===== src/design/cda_pkg.sv =====
`timescale 1ns / 1ps

package cda_pkg;

  // field widths
  localparam int unsigned YearBits  = 16;
  localparam int unsigned MonthBits = 4;
  localparam int unsigned DayBits   = 5;
  localparam int unsigned OpBits    = 4;
  localparam int unsigned CountBits = 15;
  // remaining day count, up to 7 times the largest count
  localparam int unsigned DaysBits  = 18;
  localparam int unsigned PcBits    = 5;

  // reciprocal of 25 scaled by 2^16, rounded down
  localparam int unsigned RecipBits = 12;
  localparam logic [RecipBits-1:0] Recip25 = 12'd2621;

  typedef logic [PcBits-1:0] pc_t;

  // opcodes
  localparam logic [OpBits-1:0] OpDay        = 4'd0;
  localparam logic [OpBits-1:0] OpWeek       = 4'd1;
  localparam logic [OpBits-1:0] OpWeeks      = 4'd2;
  localparam logic [OpBits-1:0] OpMonth      = 4'd3;
  localparam logic [OpBits-1:0] OpMonths     = 4'd4;
  localparam logic [OpBits-1:0] OpYearClamp  = 4'd5;
  localparam logic [OpBits-1:0] OpYears      = 4'd6;
  localparam logic [OpBits-1:0] OpDecade     = 4'd7;
  localparam logic [OpBits-1:0] OpDecades    = 4'd8;
  localparam logic [OpBits-1:0] OpCentury    = 4'd9;
  localparam logic [OpBits-1:0] OpMillennium = 4'd10;

  localparam logic [MonthBits-1:0] MonthJan = 4'd1;
  localparam logic [MonthBits-1:0] MonthFeb = 4'd2;
  localparam logic [MonthBits-1:0] MonthDec = 4'd12;

  localparam logic [DayBits-1:0] MonthLen [12] = '{
    5'd31, 5'd28, 5'd31, 5'd30, 5'd31, 5'd30,
    5'd31, 5'd31, 5'd30, 5'd31, 5'd30, 5'd31
  };

  // microcode addresses
  localparam pc_t PcIdle    = pc_t'(0);
  localparam pc_t PcWait1   = pc_t'(1);
  localparam pc_t PcWait2   = pc_t'(2);
  localparam pc_t PcWait3   = pc_t'(3);
  localparam pc_t PcCheck   = pc_t'(4);
  localparam pc_t PcDisp    = pc_t'(5);
  localparam pc_t PcDay     = pc_t'(6);
  localparam pc_t PcDayNext = pc_t'(7);
  localparam pc_t PcDayAdd  = pc_t'(8);
  localparam pc_t PcMon     = pc_t'(9);
  localparam pc_t PcMonStep = pc_t'(10);
  localparam pc_t PcMonClmp = pc_t'(11);
  localparam pc_t PcYInc    = pc_t'(12);
  localparam pc_t PcYWait1  = pc_t'(13);
  localparam pc_t PcYWait2  = pc_t'(14);
  localparam pc_t PcYWait3  = pc_t'(15);
  localparam pc_t PcYClamp  = pc_t'(16);
  localparam pc_t PcYAdd    = pc_t'(17);
  localparam pc_t PcFin     = pc_t'(18);
  localparam pc_t PcDayWait = pc_t'(19);

  typedef enum logic [2:0] {
    DpNop,
    DpCheck,
    DpDayNext,
    DpDayAdd,
    DpMonStep,
    DpClamp,
    DpYearInc,
    DpYearAdd
  } dp_op_e;

  typedef enum logic [2:0] {
    CondNone,
    CondAlways,
    CondBad,
    CondDisp,
    CondNFits,
    CondCntZero
  } cond_e;

  typedef struct packed {
    dp_op_e dp_op;
    cond_e  cond;
    pc_t    target;
    logic   fin;
  } uword_t;

  typedef struct packed {
    logic   load;
    dp_op_e dp_op;
  } dp_ctrl_t;

  typedef struct packed {
    logic              bad;
    logic              n_fits;
    logic              cnt_zero;
    logic [OpBits-1:0] opc;
  } dp_stat_t;

  // month length, zero for a month outside 1..12
  function automatic logic [DayBits-1:0] days_in(logic [MonthBits-1:0] m, logic lp);
    logic [DayBits-1:0] len;
    if (m == '0 || m > MonthDec) begin
      len = '0;
    end else if (m == MonthFeb) begin
      len = lp ? 5'd29 : 5'd28;
    end else begin
      len = MonthLen[m - MonthJan];
    end
    return len;
  endfunction

  // entry point of each opcode's routine
  function automatic pc_t op_entry(logic [OpBits-1:0] op);
    pc_t pc;
    unique case (op) inside
      OpDay, OpWeek, OpWeeks: pc = PcDay;
      OpMonth, OpMonths:      pc = PcMon;
      OpYearClamp:            pc = PcYInc;
      OpYears, OpDecade, OpDecades, OpCentury, OpMillennium: pc = PcYAdd;
      default:                pc = PcFin;
    endcase
    return pc;
  endfunction

  // control store
  function automatic uword_t ucode_rom(pc_t pc);
    uword_t w;
    w = '{dp_op: DpNop, cond: CondNone, target: PcIdle, fin: 1'b0};
    unique case (pc) inside
      // leap flag of the loaded year settles
      PcWait1, PcWait2, PcWait3: begin
      end
      PcCheck: begin
        w.dp_op  = DpCheck;
        w.cond   = CondBad;
        w.target = PcFin;
      end
      PcDisp: begin
        w.cond = CondDisp;
      end
      // day loop: one month per three-step pass, so the leap flag follows a year carry
      PcDay: begin
        w.cond   = CondNFits;
        w.target = PcDayAdd;
      end
      PcDayNext: begin
        w.dp_op  = DpDayNext;
        w.cond   = CondAlways;
        w.target = PcDayWait;
      end
      PcDayWait: begin
        w.cond   = CondAlways;
        w.target = PcDay;
      end
      PcDayAdd: begin
        w.dp_op  = DpDayAdd;
        w.cond   = CondAlways;
        w.target = PcFin;
      end
      // month loop: step then clamp
      PcMon: begin
        w.cond   = CondCntZero;
        w.target = PcFin;
      end
      PcMonStep: begin
        w.dp_op = DpMonStep;
      end
      PcMonClmp: begin
        w.dp_op  = DpClamp;
        w.cond   = CondAlways;
        w.target = PcMon;
      end
      // clamped year step waits for the new leap flag
      PcYInc: begin
        w.dp_op = DpYearInc;
      end
      PcYWait1, PcYWait2, PcYWait3: begin
      end
      PcYClamp: begin
        w.dp_op  = DpClamp;
        w.cond   = CondAlways;
        w.target = PcFin;
      end
      PcYAdd: begin
        w.dp_op  = DpYearAdd;
        w.cond   = CondAlways;
        w.target = PcFin;
      end
      default: begin
        w.fin = 1'b1;
      end
    endcase
    return w;
  endfunction

endpackage


===== src/design/cda_leap.sv =====
`timescale 1ns / 1ps

module cda_leap (
  input  logic                         clk_i,
  input  logic [cda_pkg::YearBits-1:0] year_i,
  output logic                         leap_o
);

  localparam int unsigned ProdBits = cda_pkg::YearBits + cda_pkg::RecipBits;
  localparam int unsigned QuotBits = cda_pkg::RecipBits;

  logic [cda_pkg::YearBits-1:0] abs1_q, abs2_q;
  logic [3:0]                   low1_q, low2_q;
  logic [ProdBits-1:0]          prod;
  logic [QuotBits-1:0]          quot_q;
  logic [cda_pkg::YearBits:0]   qx25;
  logic [cda_pkg::YearBits:0]   rem;
  logic [5:0]                   rem6;
  logic                         div25;
  logic                         leap_q;

  // quotient estimate by 25, low by at most one
  assign prod = ProdBits'(abs1_q) * ProdBits'(cda_pkg::Recip25);

  // remainder stays below 50 after the estimate
  assign qx25  = ((cda_pkg::YearBits+1)'(quot_q) << 4) + ((cda_pkg::YearBits+1)'(quot_q) << 3)
               + (cda_pkg::YearBits+1)'(quot_q);
  assign rem   = {1'b0, abs2_q} - qx25;
  assign rem6  = rem[5:0];
  assign div25 = (rem6 == 6'd0) || (rem6 == 6'd25);

  // three stage pipeline: magnitude, product, flag
  always_ff @(posedge clk_i) begin
    abs1_q <= year_i[cda_pkg::YearBits-1] ? (~year_i + 1'b1) : year_i;
    low1_q <= year_i[3:0];
    quot_q <= prod[ProdBits-1 -: QuotBits];
    abs2_q <= abs1_q;
    low2_q <= low1_q;
    leap_q <= (low2_q[1:0] == 2'b00) && (!div25 || (low2_q == 4'd0));
  end

  assign leap_o = leap_q;

endmodule


===== src/design/cda_dpath.sv =====
`timescale 1ns / 1ps

module cda_dpath (
  input  logic                          clk_i,
  input  cda_pkg::dp_ctrl_t             ctrl_i,
  input  logic [cda_pkg::YearBits-1:0]  in_year_i,
  input  logic [cda_pkg::MonthBits-1:0] in_month_i,
  input  logic [cda_pkg::DayBits-1:0]   in_day_i,
  input  logic [cda_pkg::OpBits-1:0]    opcode_i,
  input  logic [cda_pkg::CountBits-1:0] count_i,
  input  logic                          leap_i,
  output cda_pkg::dp_stat_t             stat_o,
  output logic [cda_pkg::YearBits-1:0]  year_o,
  output logic [cda_pkg::MonthBits-1:0] month_o,
  output logic [cda_pkg::DayBits-1:0]   day_o,
  output logic                          bad_o
);

  logic [cda_pkg::YearBits-1:0]  year_q;
  logic [cda_pkg::MonthBits-1:0] month_q;
  logic [cda_pkg::DayBits-1:0]   day_q;
  logic [cda_pkg::OpBits-1:0]    opc_q;
  logic [cda_pkg::CountBits-1:0] cnt_q;
  logic [cda_pkg::DaysBits-1:0]  n_q;
  logic                          bad_q;

  logic [cda_pkg::DayBits-1:0]   len;
  logic [cda_pkg::DayBits-1:0]   rem;
  logic                          bad_now;
  logic [cda_pkg::MonthBits-1:0] month_nxt;
  logic [cda_pkg::YearBits-1:0]  year_nxt;
  logic [cda_pkg::DaysBits-1:0]  n_load;
  logic [cda_pkg::DaysBits-1:0]  cnt_ext;
  logic [cda_pkg::YearBits-1:0]  cnt_y;
  logic [cda_pkg::YearBits-1:0]  addend;

  // month length and room left in the current month
  assign len     = cda_pkg::days_in(month_q, leap_i);
  assign rem     = len - day_q;
  assign bad_now = (len == '0) || (day_q == '0) || (day_q > len);

  // one month forward, year carries out of december
  always_comb begin
    if (month_q == cda_pkg::MonthDec) begin
      month_nxt = cda_pkg::MonthJan;
      year_nxt  = year_q + 1'b1;
    end else begin
      month_nxt = month_q + 1'b1;
      year_nxt  = year_q;
    end
  end

  // day count of the day and week opcodes
  assign cnt_ext = cda_pkg::DaysBits'(count_i);
  always_comb begin
    unique case (opcode_i)
      cda_pkg::OpDay:   n_load = cda_pkg::DaysBits'(1);
      cda_pkg::OpWeek:  n_load = cda_pkg::DaysBits'(7);
      cda_pkg::OpWeeks: n_load = (cnt_ext << 3) - cnt_ext;
      default:          n_load = '0;
    endcase
  end

  // year addend of the plain year opcodes
  assign cnt_y = cda_pkg::YearBits'(cnt_q);
  always_comb begin
    unique case (opc_q)
      cda_pkg::OpYears:      addend = cnt_y;
      cda_pkg::OpDecade:     addend = cda_pkg::YearBits'(10);
      cda_pkg::OpDecades:    addend = (cnt_y << 3) + (cnt_y << 1);
      cda_pkg::OpCentury:    addend = cda_pkg::YearBits'(100);
      cda_pkg::OpMillennium: addend = cda_pkg::YearBits'(1000);
      default:               addend = '0;
    endcase
  end

  // datapath registers
  always_ff @(posedge clk_i) begin
    if (ctrl_i.load) begin
      year_q  <= in_year_i;
      month_q <= in_month_i;
      day_q   <= in_day_i;
      opc_q   <= opcode_i;
      cnt_q   <= (opcode_i == cda_pkg::OpMonth) ? cda_pkg::CountBits'(1) : count_i;
      n_q     <= n_load;
      bad_q   <= 1'b0;
    end else begin
      unique case (ctrl_i.dp_op)
        cda_pkg::DpCheck: begin
          bad_q <= bad_now;
        end
        cda_pkg::DpDayNext: begin
          n_q     <= n_q - (cda_pkg::DaysBits'(rem) + 1'b1);
          day_q   <= cda_pkg::DayBits'(1);
          month_q <= month_nxt;
          year_q  <= year_nxt;
        end
        cda_pkg::DpDayAdd: begin
          day_q <= day_q + n_q[cda_pkg::DayBits-1:0];
        end
        cda_pkg::DpMonStep: begin
          month_q <= month_nxt;
          year_q  <= year_nxt;
          cnt_q   <= cnt_q - 1'b1;
        end
        cda_pkg::DpClamp: begin
          if (day_q > len) begin
            day_q <= len;
          end
        end
        cda_pkg::DpYearInc: begin
          year_q <= year_q + 1'b1;
        end
        cda_pkg::DpYearAdd: begin
          year_q <= year_q + addend;
        end
        default: begin
        end
      endcase
    end
  end

  assign stat_o.bad      = bad_now;
  assign stat_o.n_fits   = (n_q <= cda_pkg::DaysBits'(rem));
  assign stat_o.cnt_zero = (cnt_q == '0);
  assign stat_o.opc      = opc_q;

  assign year_o  = year_q;
  assign month_o = month_q;
  assign day_o   = day_q;
  assign bad_o   = bad_q;

endmodule


===== src/design/cda_seq.sv =====
`timescale 1ns / 1ps

module cda_seq (
  input  logic               clk_i,
  input  logic               rst_ni,
  input  logic               start_i,
  input  cda_pkg::dp_stat_t  stat_i,
  output cda_pkg::dp_ctrl_t  ctrl_o,
  output logic               busy_o,
  output logic               done_o
);

  cda_pkg::pc_t   pc_q, pc_d;
  logic           busy_q, busy_d;
  cda_pkg::uword_t word;
  logic           accept;
  logic           taken;

  assign word   = cda_pkg::ucode_rom(pc_q);
  assign accept = start_i && !busy_q;

  // jump condition
  always_comb begin
    unique case (word.cond)
      cda_pkg::CondAlways:  taken = 1'b1;
      cda_pkg::CondBad:     taken = stat_i.bad;
      cda_pkg::CondDisp:    taken = 1'b1;
      cda_pkg::CondNFits:   taken = stat_i.n_fits;
      cda_pkg::CondCntZero: taken = stat_i.cnt_zero;
      default:              taken = 1'b0;
    endcase
  end

  // step counter and busy flag
  always_comb begin
    pc_d   = pc_q;
    busy_d = busy_q;
    if (!busy_q) begin
      if (start_i) begin
        busy_d = 1'b1;
        pc_d   = cda_pkg::PcWait1;
      end
    end else if (word.fin) begin
      busy_d = 1'b0;
      pc_d   = cda_pkg::PcIdle;
    end else if (taken) begin
      pc_d = (word.cond == cda_pkg::CondDisp) ? cda_pkg::op_entry(stat_i.opc) : word.target;
    end else begin
      pc_d = pc_q + 1'b1;
    end
  end

  always_ff @(posedge clk_i or negedge rst_ni) begin
    if (!rst_ni) begin
      pc_q   <= cda_pkg::PcIdle;
      busy_q <= 1'b0;
    end else begin
      pc_q   <= pc_d;
      busy_q <= busy_d;
    end
  end

  assign ctrl_o.load  = accept;
  assign ctrl_o.dp_op = busy_q ? word.dp_op : cda_pkg::DpNop;
  assign busy_o       = busy_q;
  assign done_o       = busy_q && word.fin;

endmodule


===== src/design/calendar_date_advance.sv =====
`timescale 1ns / 1ps
// sequence: after accept the date waits for its leap flag, is checked, then dispatched by opcode;
// day and week steps walk one month per pass, month steps step and clamp one month per pass,
// clamped year steps wait for the new leap flag; bad dates, unknown opcodes go to the result beat
// throughput: one item at a time, busy high from accept through the result beat, next accept
// in the cycle after it; receiver cannot stall
// reset clears the sequencer only; no memory, no clearing pass

module calendar_date_advance (
  input  logic                                 clk_i,
  input  logic                                 rst_ni,
  input  logic                                 start,
  output logic                                 busy,
  input  logic signed [cda_pkg::YearBits-1:0]  in_year_i,
  input  logic        [cda_pkg::MonthBits-1:0] in_month_i,
  input  logic        [cda_pkg::DayBits-1:0]   in_day_i,
  input  logic        [cda_pkg::OpBits-1:0]    opcode_i,
  input  logic        [cda_pkg::CountBits-1:0] count_i,
  output logic                                 done_o,
  output logic signed [cda_pkg::YearBits-1:0]  out_year_o,
  output logic        [cda_pkg::MonthBits-1:0] out_month_o,
  output logic        [cda_pkg::DayBits-1:0]   out_day_o,
  output logic                                 bad_date_o
);

  cda_pkg::dp_ctrl_t             ctrl;
  cda_pkg::dp_stat_t             stat;
  logic [cda_pkg::YearBits-1:0]  year;
  logic                          leap;

  // microcode sequencer
  cda_seq u_seq (
    .clk_i   (clk_i),
    .rst_ni  (rst_ni),
    .start_i (start),
    .stat_i  (stat),
    .ctrl_o  (ctrl),
    .busy_o  (busy),
    .done_o  (done_o)
  );

  // date registers and step logic
  cda_dpath u_dpath (
    .clk_i      (clk_i),
    .ctrl_i     (ctrl),
    .in_year_i  ($unsigned(in_year_i)),
    .in_month_i (in_month_i),
    .in_day_i   (in_day_i),
    .opcode_i   (opcode_i),
    .count_i    (count_i),
    .leap_i     (leap),
    .stat_o     (stat),
    .year_o     (year),
    .month_o    (out_month_o),
    .day_o      (out_day_o),
    .bad_o      (bad_date_o)
  );

  // leap flag of the current year, registered through magnitude, product and flag stages
  cda_leap u_leap (
    .clk_i  (clk_i),
    .year_i (year),
    .leap_o (leap)
  );

  assign out_year_o = $signed(year);

endmodule

===== config.mk =====
export PLATFORM = sky130hd
export DESIGN_NAME = calendar_date_advance
export DESIGN_NICKNAME = d
export VERILOG_FILES = /design/src/design/cda_pkg.sv /design/src/design/cda_leap.sv /design/src/design/cda_dpath.sv /design/src/design/cda_seq.sv /design/src/design/calendar_date_advance.sv
export SDC_FILE = /design/constraint.sdc
export NUM_CORES = 1
export LEC_CHECK = 0
export BUFFER_PORTS_ARGS = -buffer_cell sky130_fd_sc_hd__buf_2
export CAP_MARGIN = 20
export CORE_MARGIN = 4
export CORE_UTILIZATION = 28
export CTS_CLUSTER_DIAMETER = 100
export CTS_CLUSTER_SIZE = 20
export DETAILED_ROUTE_END_ITERATION = 6
export GPL_ROUTABILITY_DRIVEN = 0
export HOLD_SLACK_MARGIN = 0.15
export PLACE_DENSITY_LB_ADDON = 0.1
export SLEW_MARGIN = 20
export SYNTH_ARGS = -nofsm -noshare
export SYNTH_HDL_FRONTEND = slang
export SYNTH_SLANG_ARGS = --single-unit

===== constraint.sdc =====
create_clock -name clk_i -period 4.4 [get_ports clk_i]
set_input_delay 0.22 -clock clk_i [delete_from_list [all_inputs] [get_ports clk_i]]
set_output_delay 0.22 -clock clk_i [all_outputs]
set_load 0.05 [all_outputs]

Word-level counts from Yosys, hierarchy flattened
Memories as Yosys holds them, arrays and structs flattened. Index checks and enable logic that the tools add are counted.

Bitwise operators: 2. Multiplexer cells: 37. $lt $le $gt $ge: 4. Reduce and logical (&&, ||, !) cells: 36. $add $sub $neg: 16. Multiply operators: 1. Equality and inequality tests: 48.

Operators with widths (count): one-hot mux 16 bit (5 select lines) (1); two-way mux 15 bit (4); two-way mux 5 bit (11); one-hot mux 18 bit (3 select lines) (1); one-hot mux 16 bit (3 select lines) (1); equality test 5 x 4 -> 1 bit, second input constant (8); two-way mux 18 bit (2); adder 16 x 1 -> 16 bit, second input constant (2); adder 16 bit (2); two-way mux 16 bit (2); one-hot mux 5 bit (5 select lines) (1); multiplier 16 x 12 -> 22 bit, second input constant (1); one-hot mux 3 bit (7 select lines) (1); equality test 4 x 2 -> 1 bit, second input constant (5); equality test 5 x 3 -> 1 bit, second input constant (4); one-hot mux 5 bit (4 select lines) (1); equality test 3 bit, second input constant (6); less-or-equal comparator 18 x 5 -> 1 bit (1); OR reduction 18 bit (1); subtractor 18 x 15 -> 18 bit (1); subtractor 18 bit (1); equality test 4 x 3 -> 1 bit, second input constant (4); equality test 4 bit, second input constant (4); logical NOT 4 bit (4); other kinds (43) (75).

Register bits after elaboration: 106. Memory bits (read-only): 80. Logic and storage cells: 161. Memories kept: 1. Output and inout port bits: 28. Input port bits: 47.

Memory list: (name not given) (depth 16, width 5, rd ports 1, clocked after memory_dff 0, write ports 0, line cda_pkg.sv:112) `len = MonthLen[m - MonthJan];`.

Depth between registers and ports, before layout
Gate-level depths: netlist (run 1).

Depth after elaboration: 14. Gate-level depth with buffers: 23. Depth with buffers taken out: 22.

Hierarchy
From an unflattened synthesis (run 1), not the netlist that was laid out.

Cells, all modules: 1257. Area, all modules: 11462.2 µm².

By module, submodules not included: cda_dpath (times used 1, seq. area each 1881.8 µm², cells an instance 705, area each 6218.5 µm²); cda_leap (times used 1, seq. area each 700.7 µm², cells an instance 426, area each 4279.1 µm²); cda_seq (times used 1, seq. area each 150.1 µm², cells an instance 126, area each 964.7 µm²).

Least setup slack after synthesis (run 1)
OpenSTA, ideal clock, no wires.

Kind: register to register. Start point: register u_dpath.month_q (netlist bit u_dpath.month_o[0]). End point: register u_dpath.n_q[13] in the netlist's numbering (data pin). Cell stages (with the launch flop): 24. Arrival time: 4.824 ns. Clock period less this slack: 5.095 ns. Buffers on the path: 2. Data required time: 4.129 ns. Path slack: -0.695 ns. Library setup time: 0.271 ns. Cell sequence: edfxtp_1 inv_1 ha_1 clkbuf_1 inv_1 a31oi_1 o22ai_1 a221oi_1 o21ai_0 ha_1 fa_1 inv_1 ha_1 inv_1 ha_1 nor2b_1 o21a_1 o21ai_1 a21oi_1 or4_1 clkbuf_1 nor4_1 xnor2_1 o22ai_1.

Longest elaborated chain between the ends: 12. Elaborated cells between the ends (all ways): 16. Those cells by class: add/sub (4); order compare (1); eq/ne (1); mux (6); bitwise (1); reduce/logical (2); memory (1).

RTL lines: start, declared (line cda_dpath.sv:20) `logic [cda_pkg::MonthBits-1:0] month_q;`; start signal, assigned (line cda_dpath.sv:81) `month_q <= in_month_i;`; start signal, assigned (line cda_dpath.sv:95) `month_q <= month_nxt;`; start signal, assigned (line cda_dpath.sv:102) `month_q <= month_nxt;`; subtractor 4 x 1 -> 4 bit (line cda_pkg.sv:112); inverter 4 -> 5 bit (implied by the code) (line cda_pkg.sv:112); memory read (16 x 5 bit); two-way mux 5 bit (implied by the code) (2 in series) (line cda_pkg.sv:112); two-way mux 5 bit (line cda_pkg.sv:109) `end else if (m == MonthFeb) begin`; two-way mux 5 bit (*) (line cda_pkg.sv:107) `if (m == '0 || m > MonthDec) begin`; subtractor 5 bit (*) (line cda_dpath.sv:39) `assign rem = len - day_q;`; adder 5 x 1 -> 6 bit (*) (line cda_dpath.sv:93) `n_q <= n_q - (cda_pkg::DaysBits'(rem) + 1'b1);`; subtractor 18 bit (*) (line cda_dpath.sv:93); two-way mux 18 bit (*) (line cda_dpath.sv:88) `unique case (ctrl_i.dp_op)`; two-way mux 18 bit (*) (line cda_dpath.sv:79) `if (ctrl_i.load) begin`; end signal, assigned (line cda_dpath.sv:85) `n_q <= n_load;`; end signal, assigned (line cda_dpath.sv:93); end, declared (line cda_dpath.sv:24) `logic [cda_pkg::DaysBits-1:0] n_q;`.

Every way passes the cells marked *; elsewhere a longest branch is shown, timed or not. The select of a mux whose other input is x is not followed. A chain may end at the register's enable or synchronous reset.

Final worst setup path (run 1)
Start point: register u_dpath.month_q (netlist bit u_dpath.month_o[1]). End point: register u_dpath.n_q[17] in the netlist's numbering (data pin).

The elaborated chain is that of the path after synthesis.

==> results of run 1 <==
-- routing by layer --
metal / part of all wire (%) / wire [um] / global-route usage (%)
met3: 2.1 / 675 / 1.53
met2: 47 / 15000 / 25.0
met1: 50 / 16100 / 22.2
met5: 0 / 0 / 0
met4: 1.0 / 333 / 2.88
-- sequential cells by signal, indices dropped and copies added (netlist names) --
register	flops
u_seq.pc_q	5
u_dpath.n_q	18
u_leap.leap_o	1
u_leap.low1_q	4
u_dpath.cnt_q	15
u_leap.low2_q	3
u_dpath.year_o	16
u_leap.abs1_q	15
u_leap.quot_q	6
u_dpath.opc_q	4
u_seq.busy_o	1
u_dpath.day_o	5
u_dpath.month_o	4
u_leap.abs2_q	6
u_dpath.bad_o	1
-- path summary, 6_finish.rpt --
check / start / to / slack [ps] / cells past startpoint
setup / recovery: u_dpath.month_o[1] / u_dpath.n_q[17] / -160 / 22
hold / removal: in_year_i[6] / u_dpath.year_o[6] / 150 / 3
setup reg to reg: u_dpath.month_o[1] / u_dpath.n_q[17] / -160 / 22
hold reg to reg: u_leap.low1_q[1] / u_leap.low2_q[1] / 330 / 0
max in group asynchronous: rst_ni / u_seq.pc_q[2] / 4010 / 2
min in group asynchronous: rst_ni / u_seq.pc_q[3] / 230 / 2
-- stage by stage --
| step | utilization [%] | instances | setup WS, ps |
|---|---|---|---|
| 3_5_place_dp | 33.1 | 1880 | -426 |
| 3_3_place_gp | 33.1 | 1880 | -385 |
| 4_1_cts | 35.0 | 1916 | -105 |
| 2_1_floorplan | - | 1211 | -416 |
| 5_1_grt | 36.1 | 1929 | -392 |
| 6_report | 36.1 | 1929 | -155 |
-- cell usage in the layout (no fill, tap or decap), types with 19 or more instances in the layout --
cell	n
inv_1	146
ha_1	129
buf_4	121
nand2_1	90
xnor2_1	77
buf_2	74
a21oi_1	67
nor2_1	63
fa_1	62
edfxtp_1	62
o21ai_0	57
dfxtp_1	25
xor2_1	24
nand3_1	20
a21o_1	20
nor3_1	19
-- area by class of cell --
cell class              count  area [um^2]  area share (%)
inverters                 159          602            4.31
multi-input cells         918         8150            58.4
flip-flops and latches    104         2770            19.9
repair buffers            214         1490            10.7
well taps                 518          648            4.65
clock buffers               9          225            1.61
clock inverters             7         72.6           0.520
-- cells in the mapped netlist, drive strengths merged, types with 12 or more instances --
cell type	n
inv	159
ha	150
nand2	93
xnor2	81
o21ai	80
a21oi	77
nor2	71
fa	67
edfxtp	62
dfxtp	36
clkbuf	29
nor3	27
xor2	26
nand3	21
a21o	20
nor2b	17
o21a	17
nand2b	16
o22ai	15
or3	13
a31oi	12
nor4	12
-- logic make-up (layout without fill, tap and decap cells) --
kind of cell	Yosys count	count (layout)	synth area share, %
fa+ha+maj	218	218	29.5
buf+inv	189	389	6.49
xor+xnor	108	108	8.76
simple gates	305	305	13.7
flops	104	104	25.0
compound gates	279	279	15.8
mux	8	8	0.788
-- timing repair --
action                     4_1_cts  5_1_grt
hold buffers                    12        0
hold endpoints to repair        17        0
buffers inserted                 8       14
setup endpoints to repair       23       25
pin swaps                       56       32
gates resized for setup         60       60
-- critical path: cells and delay by family, from the launching register on --
| kind | cells | cell delay (ps) |
|---|---|---|
| adder cells (fa/ha/maj) | 5 | 1360 |
| AO/OA/AOI/OAI | 8 | 1180 |
| AND/OR/NAND/NOR | 3 | 690 |
| flip-flops | 1 | 490 |
| buffers and inverters | 5 | 440 |
| XOR/XNOR | 1 | 130 |
==> results.json, run 1 <==
{
  "synthCells": 1211,
  "crit_chain": "inv_2, ha_4, inv_4, a31oi_4, o22ai_2, a221oi_2, o21ai_2, ha_2, fa_2, inv_2, ha_4, inv_4, ha_4, nor2b_4, o21a_1, o21ai_2, a21oi_2, or4_1, buf_6, nor3_4, xnor2_1, o22ai_1",
  "ys_ff_latch": 104,
  "end_kind": "register",
  "rsz0062_at_grt": "yes",
  "synth_top_area_share_pct": 17.1,
  "tns_ps": -1170,
  "pin_count": 75,
  "nNetsFinal": 1670,
  "clkSinkCount": 104,
  "hold_ws_ps": 153,
  "num_vias": 9103,
  "worst_ep_required_time_ps": 4490,
  "grt_pass1_vias": 9394,
  "grt_overflow": 0,
  "num_rows": 72,
  "setup_violations": 15,
  "first_pass_iters": 5,
  "slowest_stage": "fa_2",
  "synthFlopType": "edfxtp_1",
  "async_reset_ff_share_pct": 5.77,
  "yosysSeqAreaShare_pct": 25.0,
  "path_class": "reg2reg",
  "grt_first_pass_wirelength_um": 51500,
  "synth_cell_type_count": 71,
  "hold_viol": 0,
  "cts_root_buf": "clkbuf_16",
  "failed_checks": "setup timing",
  "worstMarginPinSlew_ps": 734,
  "core_area_mm2": 0.0386,
  "yosys-top-cells-area": "ha_1 (17%), edfxtp_1 (17%), fa_1 (12%)",
  "grt_max_degree": 63,
  "diodes": 0,
  "status": "complete, but fails checks",
  "cp-start-kind": "register",
  "route.detailed.drc": 0,
  "fin_worst_skew_ps": 13.8,
  "cp_common_cell": "ha_4",
  "routedWlPerCell_um": 16.6,
  "htreeDepth": 3,
  "cts_tree": "yes",
  "dpl.hpwl_um": 25700,
  "final_area_mm2": 0.0139,
  "wirelength_um": 32100,
  "worst-path-max-fanout": 6,
  "post-route-period-util_pct": 104,
  "grt_util_all_layers_pct": 15.3,
  "viasPerCell": 4.72,
  "synthesis.area_mm2": 0.0110,
  "critical-path-max-stage-delay_ps": 570,
  "fmax_ghz": 0.220,
  "avgSynthCellArea_um2": 9.04,
  "slew_headroom_pct": 51.0,
  "path_clk_slew_ps": 80,
  "synth_area_leader_cell": "ha_1",
  "die-area_mm2": 0.0423,
  "synth_edf_count": 62,
  "fin_crit_ps": 4560,
  "start_util_pct": 28.3,
  "fill_cells": 4009,
  "final-max-slew-violation-count": 0,
  "yosys_warnings": 0,
  "antenna_found_initial": 0,
  "placed_area_mm2": 0.0128,
  "hp-class": "in2reg",
  "die_w_um": 206,
  "setup_ws_ps": -155,
  "maxCapViolCount": 0,
  "drtIter0Drc": 396,
  "cts_buffers": 9,
  "ant_nets": 0,
  "final_layout_size_suffix_gt1_share_pct": 24.0,
  "die_y_um": 206,
  "synth_nets": 1475,
  "cts_buffer_depth": 2,
  "clkLatencyLatePin_ps": 370,
  "port_buffers": 74,
  "arrival_ps": 4650,
  "synthToLayoutAreaGrowth_pct": 27.4
}
Power of run 1 is left out: the tool's default activity adds up to more than one toggle a clock period on the data nets, which glitch-free logic cannot reach.
==> inputs of run 2 (changes only) <==
--- a/config.mk
+++ b/config.mk
@@ -13,8 +13,10 @@
 export CTS_CLUSTER_SIZE = 20
 export DETAILED_ROUTE_END_ITERATION = 6
 export GPL_ROUTABILITY_DRIVEN = 0
+export GPL_TIMING_DRIVEN = 1
 export HOLD_SLACK_MARGIN = 0.15
 export PLACE_DENSITY_LB_ADDON = 0.1
+export SETUP_SLACK_MARGIN = 0.05
 export SLEW_MARGIN = 20
 export SYNTH_ARGS = -nofsm -noshare
 export SYNTH_HDL_FRONTEND = slang
==> constraint.sdc (replaced) <==
create_clock -name clk_i -period 4.3 [get_ports clk_i]
set_input_delay 0.215 -clock clk_i [delete_from_list [all_inputs] [get_ports clk_i]]
set_output_delay 0.215 -clock clk_i [all_outputs]
set_load 0.05 [all_outputs]
==> results.json, run 2 (synthesis results as in run 1) <==
{
  "final-max-slew-violation-count": 0,
  "cts_buffer_depth": 2,
  "reg2reg_depth": 22,
  "setup_ws_ps": -269,
  "cts_buffers": 9,
  "setup_violations": 18,
  "end_kind": "register",
  "routedWlPerCell_um": 16.6,
  "hold_ws_ps": 160,
  "final_common_cell": "inv_1",
  "wirelength_um": 32300,
  "grt_first_pass_wirelength_um": 51500,
  "worst-path-max-fanout": 6,
  "holdCritStartpoint": "in_month_i[2]",
  "final_util_pct": 36.9,
  "synthToLayoutAreaGrowth_pct": 30.1,
  "route.detailed.drc": 0,
  "slew_headroom_pct": 44.5,
  "nNetsFinal": 1692,
  "fmax_ghz": 0.219,
  "cp-start-kind": "register",
  "clkLatencyLatePin_ps": 360,
  "maxCapViolCount": 0,
  "post-route-period-util_pct": 106,
  "grt_max_degree": 42,
  "fin_crit_ps": 4570,
  "largest_reg_flops": 18,
  "core_area_mm2": 0.0386,
  "grt_util_all_layers_pct": 15.4,
  "worstMarginPinSlew_ps": 832,
  "reg2reg_from": "u_dpath.month_o[1]",
  "clkSinkCount": 104,
  "start_util_pct": 28.3,
  "hold_viol": 0,
  "num_vias": 9101,
  "worst_ep_required_time_ps": 4540,
  "failed_checks": "setup timing",
  "grt_overflow": 0,
  "dpl.hpwl_um": 26000,
  "num_rows": 72,
  "die_w_um": 206,
  "reg2reg_slack_ps": -270,
  "viasPerCell": 4.66,
  "hp-class": "in2reg",
  "antenna_found_initial": 1,
  "fin_worst_skew_ps": 12.2,
  "die_y_um": 206,
  "diodes": 0,
  "ant_nets": 0,
  "port_buffers": 74,
  "htreeDepth": 3,
  "drtIter0Drc": 351,
  "final_cell_mix": "inv_1 (139), buf_4 (135), ha_1 (124)",
  "grt_pass1_vias": 9335,
  "first_pass_iters": 4,
  "pin_count": 75,
  "hold_depth": 3,
  "arrival_ps": 4810,
  "largest-register": "u_dpath.n_q",
  "final_layout_size_suffix_gt1_share_pct": 27.5,
  "cts_tree": "yes",
  "die-area_mm2": 0.0423,
  "hold_end": "u_dpath.month_o[2]",
  "reg2reg_to": "u_seq.pc_q[1]",
  "status": "complete, but fails checks",
  "path_clk_slew_ps": 80,
  "rsz0062_at_grt": "yes",
  "path_class": "reg2reg",
  "cts_root_buf": "clkbuf_16"
}
-- run 2: changes by cell type in the layout (fill, tap and decap cells not counted), moves of 3 or more --
cell,before,now
o21ai_2,8,12
xnor2_1,77,74
ha_1,129,124
buf_4,121,135
inv_1,146,139
fa_1,62,59
a21oi_1,67,60
fa_2,5,8
xnor2_2,3,7
inv_2,11,18
a21oi_2,8,15
o21ai_1,15,12
ha_2,6,9
buf_6,6,9
-- run 2: worst max-delay path: stages, from the launching register on --
cell and delay, ps:
edfxtp_1 440, inv_2 110, ha_4 150, inv_4 30, a31oi_1 150, o22ai_1 120
a221oi_2 270, o21ai_2 110, ha_2 190, fa_2 380, o21ai_2 130, a21oi_2 80
xnor2_2 200, inv_2 70, ha_4 260, nand4b_1 120, or4_4 520, a2111oi_4 390
o221ai_2 190, nand2_2 150, buf_12 120, mux2i_1 190, o21ai_1 70
-- run 2: per-layer routing --
layer | vias up | global-route usage, % | wire length [um]
met5 | - | 0 | 0
met4 | 0 | 2.95 | 324
met3 | 16 | 1.48 | 625
li1 | 4662 | - | -
met2 | 85 | 25.1 | 15000
met1 | 4338 | 22.3 | 16300
-- run 2: timing repair --
item / in CTS / in global routing
setup endpoints to repair: 25 / 31
buffers inserted: 11 / 17
hold buffers: 14 / 0
hold endpoints to repair: 19 / 0
gates resized for setup: 81 / 79
pin swaps: 61 / 48
-- run 2: how the worst max path moves through the flow --
stage | slack (ps) | cells past startpoint | from | end
floorplan | -520 | 23 | u_dpath.month_o[0] | u_dpath.n_q[17]
detailed placement | -680 | 20 | u_leap.abs1_q[1] | u_leap.quot_q[4]
finish | -270 | 22 | u_dpath.month_o[1] | u_seq.pc_q[1]
CTS | -240 | 21 | u_dpath.month_o[0] | u_seq.pc_q[4]
global placement | -570 | 20 | u_leap.abs1_q[1] | u_leap.quot_q[4]
global route | -550 | 21 | u_dpath.month_o[0] | u_seq.pc_q[4]
-- run 2: area by class of cell --
class / instances / area (um^2)
repair buffers: 236 / 1700
clock inverters: 7 / 60.1
fillers: 3973 / 24400
inverters: 159 / 602
clock buffers: 9 / 225
flip-flops and latches: 104 / 2770
well taps: 518 / 648
multi-input cells: 918 / 8240
-- run 2: through the flow --
| step | instance area (um^2) | cells | setup TNS [ps] | setup WS (ps) |
|---|---|---|---|---|
| floorplan | 11100 | 1211 | -5780 | -516 |
| global placement | 12900 | 1895 | -6750 | -567 |
| detailed placement | 12900 | 1895 | -7460 | -678 |
| CTS | 13800 | 1934 | -2200 | -237 |
| global route | 14200 | 1951 | -7660 | -548 |
| finish | 14200 | 1951 | -2560 | -269 |
Power of run 2 is left out for the same reason.
